## src/conv3s_ram.sv

```systemverilog
// ----------------------------------------------------------------------------
// conv3s_ram
// generic single write port, single read port ram with registered read
// ----------------------------------------------------------------------------
module conv3s_ram #(
  parameter int WIDTH = 8,
  parameter int DEPTH = 512
) (
  input  logic                     clk,
  input  logic                     we,
  input  logic [$clog2(DEPTH)-1:0] waddr,
  input  logic [WIDTH-1:0]         wdata,
  input  logic [$clog2(DEPTH)-1:0] raddr,
  output logic [WIDTH-1:0]         rdata
);

  logic [WIDTH-1:0] mem [DEPTH];

  always_ff @(posedge clk) begin
    if (we) begin
      mem[waddr] <= wdata;
    end
    rdata <= mem[raddr];
  end

endmodule

```

## config.mk

```make
export PLATFORM = sky130hd
export DESIGN_NAME = conv3s_ram
export DESIGN_NICKNAME = d
export VERILOG_FILES = /design/src/conv3s_ram.sv
export SDC_FILE = /design/constraint.sdc
export NUM_CORES = 2
export LEC_CHECK = 0
export ABC_CLOCK_PERIOD_IN_PS = 2500
export BUFFER_PORTS_ARGS = -buffer_cell sky130_fd_sc_hd__buf_2
export CORE_UTILIZATION = 63
export CTS_BUF_LIST = sky130_fd_sc_hd__clkbuf_8 sky130_fd_sc_hd__clkbuf_16
export DETAILED_ROUTE_END_ITERATION = 10
export PLACE_DENSITY = 0.76
export SLEW_MARGIN = 40
export SYNTH_ARGS = -nofsm -noshare
export SYNTH_HDL_FRONTEND = slang
export SYNTH_SLANG_ARGS = --single-unit
```

## constraint.sdc

```tcl
create_clock -name clk -period 2.5 [get_ports clk]
set_input_delay 0.25 -clock clk [delete_from_list [all_inputs] [get_ports clk]]
set_output_delay 0.25 -clock clk [all_outputs]
set_load 0.02 [all_outputs]
```

Yosys cells after proc, flatten, opt, wreduce, memory -nomap -nowiden
Memories as Yosys holds them, arrays and structs flattened. A register that Yosys moved wholly into a read port is not among the register bits.
Index checks and enable logic that the tools add are counted.
- logic and storage cells: 3
- memory bits (writable): 4096
- output and inout port bits: 8
- register bits after elaboration: 0
- memories: 1
- bits of input ports: 28
- memories (memory ; depth ; bits a word ; rd ports ; clocked after Yosys merged registers in ; wr ports ; line ; source):
    mem ; 512 ; 8 ; 1 ; 1 ; 1 ; 17 ; logic [WIDTH-1:0] mem [DEPTH];
- multiplexer cells: 2
- operator list (cell ; number):
    $mux 1 ; 2

Logic depth before layout (Yosys ltp)
- depth after elaboration: 2
- mapped depth: 12
- depth with buffers taken out: 7

Least setup slack after synthesis
OpenSTA, ideal clock, no wires.
- path type: input to register
- from: input raddr[0]
- to: register rdata[0] (read register of mem)
- required time: 2.382 ns
- arrival: 2.104 ns
- stages: 10
- library setup time: 0.118 ns
- path slack: 0.278 ns
- cell sequence: buf_4 > buf_12 > buf_12 > buf_2 > mux4_2 > o21ai_0 > nand3_1 > nand4_1 > o21ai_0 > o2111a_1
- RTL lines (item ; line ; source):
    from (decl) ; 13 ; input logic [$clog2(DEPTH)-1:0] raddr,
    to (decl) ; 14 ; output logic [WIDTH-1:0] rdata

==> run summary <==
Power Density = 756 nW/um^2
Slew Limit Headroom = 30.8%
Peak Freq = 0.372 GHz
DRT Pass-1 Iters = 7
clk buf depth = 4
Worst-Margin Slew = 1.02 ns
Tmin final = 2.69 ns
DR iter-0 viols = 13700
total track usage = 34.3%
Synth area leaders = edfxtp_1 77%, mux4_2 9.2%, mux2i_1 5.0%, o221ai_1 2.0%, nor2_1 1.4%
#FFs+latches synth = 4104
failing checks = negative setup slack
Leak = 63.4 nW
Bufs and invs on worst path = 3
antenna violations before repair = 24
yosys warns = 0
IO Count = 36
drt total wl = 438000 um
area leader, netlist = edfxtp_1
Cell Chain, Critical Path = mux4_2 > mux2i_1 > buf_4 > nor2_1 > buf_4 > nor3_1 > buf_4 > o41ai_1 > o2111a_1
max-slew violations = 0
# rows = 184
post-place setup slack = -1.23 ns
CP max stage cell = o41ai_1
post-synthesis sequential area ratio = 77.0%
VDD IR-drop max = 0.843 mV
critical path data required time = 3.43 ns
Unique masters post-synth = 51
nets@finish = 9477
Synth Flop Type = edfxtp_1
vias in the first global route = 91400
total number of vias = 90300
HPWL Detailed = 275000 um
port bufs = 35
total CTS buffers = 407
Final Util = 74.7%
Net Count, Synth = 8058
die area = 256000 um^2
CTS tree = built
kind of end point of the critical path = register
Area Growth Syn to Fin = 17.7%
Fillers = 13300
clock slew at reported path FFs = 0.07 ns
CP delay by family, top = compound AO/OA/AOI/OAI gates
status = finished with violations
setup ws final = -0.191 ns
DRT antenna net count = 0
Max-Cap Viols = 0
RSZ-0062 raised after global routing = true
clock root buffer = clkbuf_16
gr ovfl total = 0
post-route cell area = 188000 um^2
critical path startpoint category = register
critical path type = register to register
Largest stage delay, worst path = 0.92 ns
DR WL/cell = 33.4 um
clock sinks = 4104
clk_skew = 0.0588 ns
gpl congestion = 0.975
layout cell share with drive strength beyond 1 = 28.7%
DR vias/cell = 6.88
Fin Hold WS = 0.125 ns
critical path's most frequent cell = buf_4
CP max FO = 2
Initial Util = 63.5%
Clk Latency, worst-skew pair = 0.99 ns
# setup viols final = 3
Area after DPL = 175000 um^2
Remaining DRCs = 0
H-tree depth = 5
first-pass GRT wire length = 627000 um
die width = 506 um
Synth top area share = 76.9%
Chip Height = 506 um
number of enable flip-flop cells after synthesis = 4096
mapped cell area = 160000 um^2
WP data arrival = 3.62 ns
cells after synthesis = 8030
CORE AREA = 252000 um^2
worst min path class = input pin to register
Final Hold Vio Count = 0
final worst-path cycle share = 108%
largest net degree at the start of global routing = 121
Post-synth ARST share = 0%
Synth Area per Inst = 19.9 um^2
where the power goes:
group | total [mW] | switching (mW) | internal, mW | leakage, nW
registers | 75.9 | 0.0988 | 75.8 | 36.9
logic | 8.20 | 5.11 | 3.09 | 20.0
clock network | 58.2 | 25.2 | 33.0 | 6.47
total | 142 | 30.4 | 112 | 63.4
through the flow:
| step | power, mW | TNS (ns) | std cells |
|---|---|---|---|
| after global placement | 85.0 | -8.45 | 12400 |
| after CTS | 142 | -0.0984 | 13100 |
| after global routing | 145 | -0.145 | 13100 |
| after floorplan | 80.9 | 0 | 8030 |
| final | 142 | -0.228 | 13100 |
| after detailed placement | 85.2 | -7.90 | 12400 |
repair_timing:
action	CTS	global route
resized for setup	32	42
setup buffers	1	1
pin swaps	8	19
hold buffers	9	0
endpoints found under the setup margin	8	7
hold endpoints to repair	1921	0
flip-flops by register name (all words and copies together) (netlist names):
register  count
mem        4096
rdata         8
per-layer routing:
metal	GRT usage (%)	share of wire, %	up-vias
met4	17.4	5.7	10
met2	52.9	47	6882
met1	45.6	34	45800
li1	-	-	36300
met3	9.37	13	1299
met5	0	0.018	-
path summary, 6_finish.rpt:
| check | end | cells after the start | start | slack, ns |
|---|---|---|---|---|
| min | mem[282][4] | 6 | waddr[2] | 0.12 |
| max reg2reg | rdata[0] | 9 | mem[431][0] | -0.19 |
| min reg2reg | rdata[0] | 6 | mem[503][0] | 1.21 |
| max | rdata[0] | 9 | mem[431][0] | -0.19 |
synth_stat cells, types with 7 or more instances:
cell      count
dfxtp_1       8
buf_8        11
o21ai_0     118
a22oi_1      61
nand2_1     111
clkbuf_1    265
buf_2        57
nor4_1       36
o221ai_1    371
mux4_2      654
a211oi_1     17
buf_6        64
a21oi_1     194
o2111a_1      8
edfxtp_1   4096
o22ai_1     163
mux2i_1     797
buf_4        70
nand4_1      32
nor3b_1       8
nor2_1      597
o41ai_1       7
buf_1        41
and2_1       20
nand3_1      36
nor3_1      109
o31ai_1      13
area by class of cell:
type                    count  area [um^2]  area share (%)
multi-input cells        3410        34400            18.3
diodes                     14         35.0          0.0186
well taps                3348         4190            2.23
clock inverters           304         2210            1.18
flip-flops and latches   4104       123000            65.4
repair buffers           1523        13800            7.32
clock buffers             417        10400            5.52
inverters                   3         18.8         0.00997
worst register-to-register path, stage by stage, from the launching register on:
cell      delay, ns
edfxtp_1       0.33
mux4_2         0.23
mux2i_1        0.12
buf_4          0.19
nor2_1         0.18
buf_4          0.14
nor3_1         0.03
buf_4          0.16
o41ai_1        0.92
o2111a_1       0.31
cell usage in the layout, fill, tap and decap left out, types with 7 or more instances in the layout:
cell / n
a22oi_1: 61
nor3_1: 107
nand2_1: 99
edfxtp_1: 4096
nor4_4: 10
buf_2: 23
nand4_1: 32
nand2_4: 12
and2_1: 20
nand3_1: 32
dlygate4sd3_1: 9
bufinv_16: 30
nor4_1: 19
nor2_1: 594
clkinv_1: 93
o22ai_1: 163
buf_12: 182
o21ai_0: 111
clkinv_2: 70
clkbuf_16: 412
diode_2: 14
buf_4: 1297
clkinvlp_4: 16
nor4_2: 7
mux2i_1: 796
o221ai_1: 351
dfxtp_1: 8
o31ai_1: 13
inv_1: 79
a211oi_1: 17
a21oi_1: 189
nor3b_1: 7
mux4_2: 654
o2111a_1: 8
buf_8: 10
o221ai_2: 21
inv_6: 8
kinds of logic after synthesis:
kind of cell           count (synthesis)  synth area share [%]
and+or+nand+nor                      980                  2.63
buffers and inverters                516                  1.85
AOI/OAI and AO/OA                    979                  4.31
DFF                                 4104                  77.0
muxes                               1451                  14.2
(Power assumes the default switching activity.)
