$ cat config.mk
export PLATFORM = sky130hd
export DESIGN_NAME = conv3s_cell
export DESIGN_NICKNAME = d
export VERILOG_FILES = /design/src/conv3s_pkg.sv /design/src/conv3s_cell.sv
export SDC_FILE = /design/constraint.sdc
export NUM_CORES = 1
export LEC_CHECK = 0
export BUFFER_PORTS_ARGS = -buffer_cell sky130_fd_sc_hd__buf_2
export CORE_ASPECT_RATIO = 1.4
export CORE_MARGIN = 10
export CORE_UTILIZATION = 50
export DETAILED_ROUTE_END_ITERATION = 16
export PLACE_DENSITY = 0.73
export SETUP_SLACK_MARGIN = 0.3
export SYNTH_ARGS = -nofsm -noshare
export SYNTH_HDL_FRONTEND = slang
export SYNTH_SLANG_ARGS = --single-unit
export TNS_END_PERCENT = 10
$ cat constraint.sdc
create_clock -name clk -period 14.7 [get_ports clk]
set_input_delay 1.47 -clock clk [delete_from_list [all_inputs] [get_ports clk]]
set_output_delay 1.47 -clock clk [all_outputs]
set_load 0.05 [all_outputs]
$ cat src/conv3s_pkg.sv
// ----------------------------------------------------------------------------
// conv3s_pkg
// shared constants, types and helpers for the 3x3 convolution stream
// ----------------------------------------------------------------------------
package conv3s_pkg;

  localparam int MAX_WIDTH   = 512;
  localparam int MAX_HEIGHT  = 512;
  localparam int KERNEL_SIZE = 3;

  localparam int PIX_W  = 8;
  localparam int COEF_W = 8;
  localparam int CFG_W  = KERNEL_SIZE * COEF_W;
  localparam int SIZE_W = 10;
  localparam int IDX_W  = 3;

  // line store address and column counter
  localparam int ADDR_W = $clog2(MAX_WIDTH);
  // row counter
  localparam int ROW_W  = $clog2(MAX_HEIGHT);
  // compare width for counters against the effective geometry
  localparam int CMPW_W = (SIZE_W > ADDR_W + 1) ? SIZE_W : ADDR_W + 1;
  localparam int CMPH_W = (SIZE_W > ROW_W + 1) ? SIZE_W : ROW_W + 1;

  // signed coefficient times zero-extended pixel
  localparam int PROD_W = COEF_W + PIX_W + 1;
  // nine products plus headroom
  localparam int SUM_W  = PROD_W + $clog2(KERNEL_SIZE * KERNEL_SIZE);

  localparam logic [PIX_W-1:0] PIXEL_MAX = PIX_W'(255);

  // configuration register indexes
  localparam logic [IDX_W-1:0] REG_COEFF_ROW0  = IDX_W'(0);
  localparam logic [IDX_W-1:0] REG_COEFF_ROW1  = IDX_W'(1);
  localparam logic [IDX_W-1:0] REG_COEFF_ROW2  = IDX_W'(2);
  localparam logic [IDX_W-1:0] REG_IMAGE_WIDTH = IDX_W'(3);
  localparam logic [IDX_W-1:0] REG_IMAGE_HEIGHT = IDX_W'(4);

  // data carried from cell to cell; taps row 0 is the row the next cell uses
  typedef struct packed {
    logic signed [SUM_W-1:0]                            sum;
    logic [KERNEL_SIZE-1:0][KERNEL_SIZE-1:0][PIX_W-1:0] taps;
    logic                                               row_end;
    logic                                               frame_end;
  } cell_data_t;

  function automatic logic signed [SUM_W-1:0] sext_prod(input logic signed [PROD_W-1:0] p);
    sext_prod = {{(SUM_W - PROD_W){p[PROD_W-1]}}, p};
  endfunction

endpackage

$ cat src/conv3s_cell.sv
// ----------------------------------------------------------------------------
// conv3s_cell
// one kernel row: three taps times three coefficients added to the running sum
// ----------------------------------------------------------------------------
module conv3s_cell (
  input  logic                              clk,
  input  logic                              rst,
  input  logic [conv3s_pkg::CFG_W-1:0]      coeff,
  input  logic                              in_valid,
  output logic                              in_ready,
  input  conv3s_pkg::cell_data_t            in_data,
  output logic                              out_valid,
  input  logic                              out_ready,
  output conv3s_pkg::cell_data_t            out_data
);

  logic                                      valid;
  conv3s_pkg::cell_data_t                    data;
  conv3s_pkg::cell_data_t                    data_next;
  logic signed [conv3s_pkg::PROD_W-1:0]      prod [conv3s_pkg::KERNEL_SIZE];
  logic signed [conv3s_pkg::COEF_W-1:0]      coef_s [conv3s_pkg::KERNEL_SIZE];
  logic signed [conv3s_pkg::PIX_W:0]         pix_s [conv3s_pkg::KERNEL_SIZE];

  always_comb begin
    for (int n = 0; n < conv3s_pkg::KERNEL_SIZE; n++) begin
      coef_s[n] = coeff[n*conv3s_pkg::COEF_W +: conv3s_pkg::COEF_W];
      pix_s[n]  = {1'b0, in_data.taps[0][n]};
      prod[n]   = coef_s[n] * pix_s[n];
    end
    data_next           = in_data;
    data_next.sum       = in_data.sum + conv3s_pkg::sext_prod(prod[0])
                          + conv3s_pkg::sext_prod(prod[1]) + conv3s_pkg::sext_prod(prod[2]);
    // move the remaining rows up for the next cell
    data_next.taps[0]   = in_data.taps[1];
    data_next.taps[1]   = in_data.taps[2];
    data_next.taps[2]   = '0;
  end

  assign in_ready  = !valid || out_ready;
  assign out_valid = valid;
  assign out_data  = data;

  always_ff @(posedge clk) begin
    if (rst) begin
      valid <= 1'b0;
    end else if (in_ready) begin
      valid <= in_valid;
    end
  end

  always_ff @(posedge clk) begin
    if (in_ready && in_valid) begin
      data <= data_next;
    end
  end

  a_last_row_cleared: assert property (@(posedge clk) disable iff (rst)
    valid |-> data.taps[2] == '0)
    else $error("last tap row not cleared after a cell");

  a_stall_holds: assert property (@(posedge clk) disable iff (rst)
    valid && !out_ready |=> valid && $stable(data))
    else $error("cell lost or changed a stalled transaction");

  a_take_loads: assert property (@(posedge clk) disable iff (rst)
    in_valid && in_ready |=> valid)
    else $error("cell dropped an accepted transaction");

endmodule

# Word-level counts from Yosys, hierarchy flattened

Cells that the tools add are included.
Widths: inputs -> output; s select.

Register bits: 72
Input bits: 123

$add $sub $neg: 3
Multiply operators: 3
Reductions and logical operators: 3

Operators with widths:

| cell              | count |
|---|---|
| $add 21x17->21    | 3 |
| $mul 8x9->17      | 3 |
| $logic_and 1x1->1 | 1 |
| $logic_not 1->1   | 1 |
| $logic_or 1x1->1  | 1 |

# Longest topological paths before layout

Gate-level depths: netlist of the first run.

Word-level depth: 4
Depth in mapped cells: 23
Depth with buffers taken out: 22

# Worst setup path after synthesis of the first run

No wires, ideal clock.

Kind: in2reg
Start point: input port in_data[23] in the netlist's numbering
End point: register data, in the netlist out_data[94], data pin
Library setup time: 0.263 ns
Arrival time: 6.603 ns
Data required time: 14.437 ns
Path slack: 7.834 ns
Stages: 19
Cells stage by stage: and2_1 fa_1 inv_1 fa_1 fa_1 fa_1 inv_1 fa_1 inv_1 fa_1 inv_1 fa_1 ha_1 and3_2 o21ai_1 a2bb2oi_2 a41oi_2 and4b_1 nor3_2

RTL lines:

| element              | RTL line          | text |
|---|---|---|
| start, declared      | conv3s_cell.sv:11 | `input conv3s_pkg::cell_data_t in_data,` |
| end signal, assigned | conv3s_cell.sv:53 | `data <= data_next;` |
| end, declared        | conv3s_cell.sv:18 | `conv3s_pkg::cell_data_t data;` |

==> flow_metrics.py, run 1 <==
metrics = {
    "sta": {
        "slew_headroom_pct": 43.56,
        "setup_violations": 0,
        "tightest_slew_ps": 846.6,
        "hold_viol_final": 0,
        "period_share_pct": 48.20,
        "worst_slack_ps": 7614,
        "tns_ps": 0,
        "period_minus_slack_ps": 7086,
        "rsz0062_at_grt": "no",
        "finalMaxSlewViolations": 0,
        "fmax_ghz": 0.1411,
        "skew_ps": 5.711,
    },
    "finish": {
        "final_cells": 1443,
        "nets": 1618,
        "syn2layout_area_growth_pct": 14.63,
        "drive_above_1_share_pct": 18.80,
        "nFillCells": 1770,
    },
    "floorplanning": {
        "core_sq_um": 20480,
        "io_pins": 220,
        "die_y_um": 190.7,
        "die-area_sq_um": 27060,
        "fp.dieW_um": 141.9,
        "start_util_pct": 50.81,
        "core.rowCount": 62,
    },
    "grt": {
        "antenna_found_initial": 1,
        "grt_max_degree": 37,
        "grt_pass1_vias": 7746,
        "grt-ovfl-total": 0,
        "track_usage_pct": 18.88,
        "grt_pass1_wl_um": 39930,
    },
    "clocking": {
        "clock_latency_ps": 330,
        "clockRootBuffer": "clkbuf_16",
        "cts_sinks": 72,
        "cts.hold.buffers_added": 0,
        "cts_buffers": 9,
        "ctsResizeCount": 0,
        "cts_tree": "done",
        "clk_pin_slew_worst_paths_ps": 60,
        "post_cts_buffers": 0,
        "clockBufferDepth": 2,
        "h-tree-depth": 3,
    },
    "logic_synthesis": {
        "netlist_area_sq_um": 10400,
        "synth_top_area_share_pct": 35.59,
        "async_flop_share_pct": 0,
        "yosysUniqueCellTypes": 43,
        "synthFlopType": "edfxtp_1",
        "ys_seq_area_share_pct": 20.68,
        "yosysMostFrequentCell": "inv_1",
        "syn_area_per_cell_sq_um": 10.65,
        "synth_edf_count": 71,
        "ys_ff_latch": 72,
        "synth_common_cells": "inv_1 (265), fa_1 (185), ha_1 (129)",
        "synth_warnings": 0,
        "yosys.area.top_type": "fa_1",
        "ys_top_cells_by_area": "fa_1 (36%), edfxtp_1 (20%), ha_1 (16%)",
        "synth_cells": 977,
    },
    "run": {
        "maxCapViolations": 0,
    },
    "place": {
        "dp.cells": 1426,
        "gp_congestion": 0.9114,
        "preCtsSetupSlack_ps": 7306,
        "port_buffers": 195,
        "hpwlAfterDp_um": 22110,
    },
    "worst_setup_path": {
        "crit_type": "primary input to flop",
        "crit_start": "in_data[23]",
        "timing.rr.start": "out_valid",
        "cp.arrival_ps": 7160,
        "crit_fanout": 8,
        "crit_path_start_kind": "primary input",
        "cp-end-kind": "flop",
        "required_ps": 14770,
    },
    "routing": {
        "firstDrtPassIters": 4,
        "ant_nets": 0,
        "num_vias": 7160,
        "remaining_drc_errors": 0,
        "route.detailed.wl_per_inst_um": 17.31,
        "drt_iter0_markers": 409,
        "drt-total-wl_um": 24980,
        "viasPerCell": 4.962,
    },
    "run_status": {
        "status": "finished, final reports clean",
    },
    "hold_path": {
        "hp-start": "out_valid",
        "hp-class": "flop to flop",
    },
}
==> metrics by stage <==
stage / hold slack (ps) / area (sq um) / util (%)
2_1_floorplan: 1114 / 10490 / -
3_3_place_gp: 493.9 / 11600 / 56.64
3_5_place_dp: 554.4 / 11600 / 56.64
4_1_cts: 560.0 / 11930 / 58.23
5_1_grt: 582.2 / 11930 / 58.24
6_report: 555.0 / 11930 / 58.24
==> per-layer routing <==
| metal | track usage (%) | wire length [um] |
|---|---|---|
| met5 | 0 | 0 |
| met4 | 5.989 | 775 |
| met3 | 2.767 | 1085 |
| met2 | 36.04 | 14420 |
| met1 | 20.68 | 8698 |
==> registers in the layout (all words and copies together), names as in the netlist <==
name       flops
out_data      71
out_valid      1
==> area by class of cell <==
type	instances	area, sq um	area share [%]
Multi-Input combinational cell	636	7146	59.91
Sequential cell	72	2152	18.04
Inverter	266	998.5	8.371
Timing Repair Buffer	196	983.4	8.245
Tap cell	256	320.3	2.685
Clock buffer	9	225.2	1.888
Clock inverter	7	100.1	0.8392
Antenna cell	1	2.502	0.02098
==> worst max-delay path, stage by stage <==
cell and delay [ps]:
buf_2 160, and2_1 190, fa_1 530, inv_1 50, fa_1 510, fa_1 540, fa_1 530, inv_1 70
fa_1 540, inv_1 50, fa_1 480, inv_1 50, fa_1 460, ha_1 340, and3_2 240, o21ai_1 250
a2bb2oi_2 120, a41oi_2 280, and4b_1 250, nor3_2 40
==> final timing paths <==
| path | end | slack, ps | cells past startpoint |
|---|---|---|---|
| hold reg to reg | out_valid | 550 | 2 |
| setup reg to reg | out_data[82] | 12620 | 3 |
| hold / removal | out_valid | 550 | 2 |
| setup / recovery | out_data[94] | 7610 | 20 |
==> logic make-up (layout without fill, tap and decap cells) <==
logic type               Yosys count  count (layout)  share of synthesized area (%)
adder cells (fa/ha/maj)          314             314                          51.11
buffers and inverters            292             478                          11.48
AND/OR/NAND/NOR                  228             228                          11.54
flip-flops                        72              72                          20.68
AO/OA/AOI/OAI                     50              50                          3.463
XOR/XNOR                          20              20                          1.684
other                              1              25                        0.03604
==> layout by cell type, fill, tap and decap left out, types with 11 or more instances in the layout <==
cell type / synthesis / routed
inv_1: 265 / 265
buf_2: 1 / 195
fa_1: 185 / 185
ha_1: 129 / 129
and2_1: 106 / 105
nand2_1: 71 / 71
edfxtp_1: 71 / 71
nor2_1: 24 / 24
conb_1: 1 / 24
xnor2_1: 15 / 15
a21o_1: 14 / 14
a21oi_1: 11 / 11
Power of run 1 is left out: the tool's default activity adds up to more than one toggle a clock period on the data nets, which glitch-free logic cannot reach.
==> run 2, diff against run 1 <==
--- a/config.mk
+++ b/config.mk
@@ -5,6 +5,7 @@
 export SDC_FILE = /design/constraint.sdc
 export NUM_CORES = 1
 export LEC_CHECK = 0
+export ABC_AREA = 1
 export BUFFER_PORTS_ARGS = -buffer_cell sky130_fd_sc_hd__buf_2
 export CORE_ASPECT_RATIO = 1.4
 export CORE_MARGIN = 10
==> constraint.sdc (replaced) <==
create_clock -name clk -period 6.8 [get_ports clk]
set_input_delay 0.68 -clock clk [delete_from_list [all_inputs] [get_ports clk]]
set_output_delay 0.68 -clock clk [all_outputs]
set_load 0.05 [all_outputs]
==> run 2 against run 1 <==
Net effect: global-route usage shrank 0.92 points; die area grew 3.3%; count of clock-buffer cells in the layout is the same; clock skew shrank 3.5 ps; critical path depth grew 2; utilization shrank 0.90 points; sequential cell count is the same; critical endpoint is now out_data[89]; sequential share of layout area shrank 0.34 points; setup slack lost 6800 ps.
==> flow_metrics.py, run 2 <==
metrics = {
    "logic_synthesis": {
        "yosysMostFrequentCell": "inv_1",
        "synth_cells": 1203,
        "ys_top_cells_by_area": "fa_1 (34%), edfxtp_1 (20%), ha_1 (15%)",
        "synth_xor_area_share_pct": 1.055,
        "synth_common_cells": "inv_1 (396), nand2_1 (243), fa_1 (185)",
        "synth_top_family_by_area": "adder cells",
        "netlist_area_sq_um": 10800,
        "ys_seq_area_share_pct": 19.93,
        "async_flop_share_pct": 0,
        "synth_top_area_share_pct": 34.30,
        "synthAdderAreaFrac_pct": 49.25,
        "syn_area_per_cell_sq_um": 8.975,
        "yosys.area.top_type": "fa_1",
        "synthFlopType": "edfxtp_1",
        "synth-simple-area-share_pct": 11.41,
        "synth_edf_count": 71,
        "synth-compound-area-share_pct": 1.205,
        "ys_ff_latch": 72,
        "synth.area.mux_share_pct": 0,
        "yosysUniqueCellTypes": 22,
        "synth_warnings": 0,
    },
    "place": {
        "gp_congestion": 0.8757,
        "preCtsSetupSlack_ps": 466.3,
        "hpwlAfterDp_um": 22820,
        "port_buffers": 195,
    },
    "sta": {
        "hold_viol_final": 0,
        "rsz0062_at_grt": "no",
        "period_share_pct": 88.23,
        "setup_violations": 0,
        "period_minus_slack_ps": 6000,
        "skew_ps": 2.201,
        "slew_headroom_pct": 45.07,
        "worst_slack_ps": 800.3,
        "finalMaxSlewViolations": 0,
        "tightest_slew_ps": 824.0,
        "fmax_ghz": 0.1667,
        "tns_ps": 0,
    },
    "clocking": {
        "clock_latency_ps": 310,
        "cts_buffers": 9,
        "ctsResizeCount": 0,
        "cts.hold.buffers_added": 0,
        "clockBufferDepth": 2,
        "clockRootBuffer": "clkbuf_16",
        "post_cts_buffers": 0,
        "cts_sinks": 72,
        "clk_pin_slew_worst_paths_ps": 50,
        "h-tree-depth": 3,
        "cts_tree": "done",
    },
    "worst_setup_path": {
        "cpMaxStageDelayCell": "fa_1",
        "reg2reg_slack_ps": 5250,
        "crit_path_frequent_cell": "fa_1",
        "path_cells": "buf_2, clkinv_1, or2_2, fa_1, inv_1, fa_1, fa_1, fa_1, fa_1, fa_1, inv_1, fa_1, inv_1, ha_1, nand2_1, inv_1, a21oi_1, nand3_2, nand2_2, nand2_1, nand2_1, nand2_1",
        "required_ps": 6870,
        "max_stage_delay_ps": 540,
        "cp.arrival_ps": 6070,
        "crit_fanout": 11,
        "crit_path_start_kind": "primary input",
        "crit_type": "primary input to flop",
        "cp-end-kind": "flop",
    },
    "floorplanning": {
        "core.rowCount": 63,
        "fp.dieW_um": 144.2,
        "start_util_pct": 50.92,
        "io_pins": 220,
        "die-area_sq_um": 27950,
        "die_y_um": 193.9,
        "core_sq_um": 21200,
    },
    "run_status": {
        "status": "finished, final reports clean",
    },
    "finish": {
        "final_cell_mix": "inv_1 (396), nand2_1 (243), buf_2 (195)",
        "drive_above_1_share_pct": 16.57,
        "final_common_cell": "inv_1",
        "largest_reg_flops": 71,
        "nets": 1803,
        "utilization_pct": 57.34,
        "nFillCells": 1851,
        "syn2layout_area_growth_pct": 12.62,
    },
    "routing": {
        "firstDrtPassIters": 5,
        "viasPerCell": 4.738,
        "drt-total-wl_um": 24950,
        "num_vias": 7732,
        "drt_iter0_markers": 343,
        "route.detailed.wl_per_inst_um": 15.29,
        "ant_nets": 0,
        "remaining_drc_errors": 0,
    },
    "grt": {
        "grt_pass1_vias": 8630,
        "grt-ovfl-total": 0,
        "antenna_found_initial": 2,
        "grt_max_degree": 72,
        "grt_pass1_wl_um": 40260,
        "track_usage_pct": 17.96,
    },
    "run": {
        "maxCapViolations": 0,
    },
    "hold_path": {
        "hp-class": "primary input to flop",
    },
}
## run 2: changes by cell type in the layout (fill, tap and decap cells not counted), sizes merged, moves of 5 or more
cell	previous run	this run
a21o	14	0
a21oi	11	20
and2	106	2
inv	268	397
nand2	71	247
nand2b	9	0
nand3	5	18
nor2	24	35
o21ai	11	6
xnor2	15	4
## run 2: routing by layer
layer	GRT usage (%)	wire length, um	share of wire [%]	vias to the layer above
met1	18.04	9053	36	3761
met2	35.72	13790	55	233
met5	0	0	0	-
met4	6.619	649	2.6	0
met3	2.108	1457	5.8	40
li1	-	-	-	3698
## run 2: logic make-up after synthesis
kind of cell,Yosys count
AO/OA/AOI/OAI,26
other,1
buffers and inverters,468
AND/OR/NAND/NOR,309
XOR/XNOR,13
adder cells (fa/ha/maj),314
flip-flops,72
## run 2: layout make-up
type                       instances  area, sq um  area share [%]
multi-input combinational        686         6895           56.71
clock inverter                     6        60.06          0.4939
clock buffer                       9        225.2           1.852
tap                              260        325.3           2.675
timing repair buffer             198        998.5           8.212
inverter                         399         1498           12.32
antenna                            2        5.005         0.04116
sequential                        72         2152           17.70
## run 2: final timing paths
check / startpoint / endpoint / cells after the start
max: coeff[7] / out_data[89] / 22
min: rst / out_valid / 2
max reg2reg: out_valid / out_data[93] / 2
min reg2reg: out_valid / out_valid / 2
## run 2: critical path, delay by kind of cell
family	cells	cell delay, ps
fa+ha+maj	8	3490
compound gates	1	170
simple gates	7	1000
buf+inv	6	730
## run 2: through the flow
step / cells / hold slack (ps) / instance area (sq um)
global route: 1631 / 509.2 / 12160
global placement: 1615 / 505.4 / 11870
detailed placement: 1615 / 520.2 / 11870
finish: 1632 / 514.8 / 12160
floorplan: 1226 / 749.1 / 10880
CTS: 1630 / 501.9 / 12150
Power of run 2 is left out for the same reason.
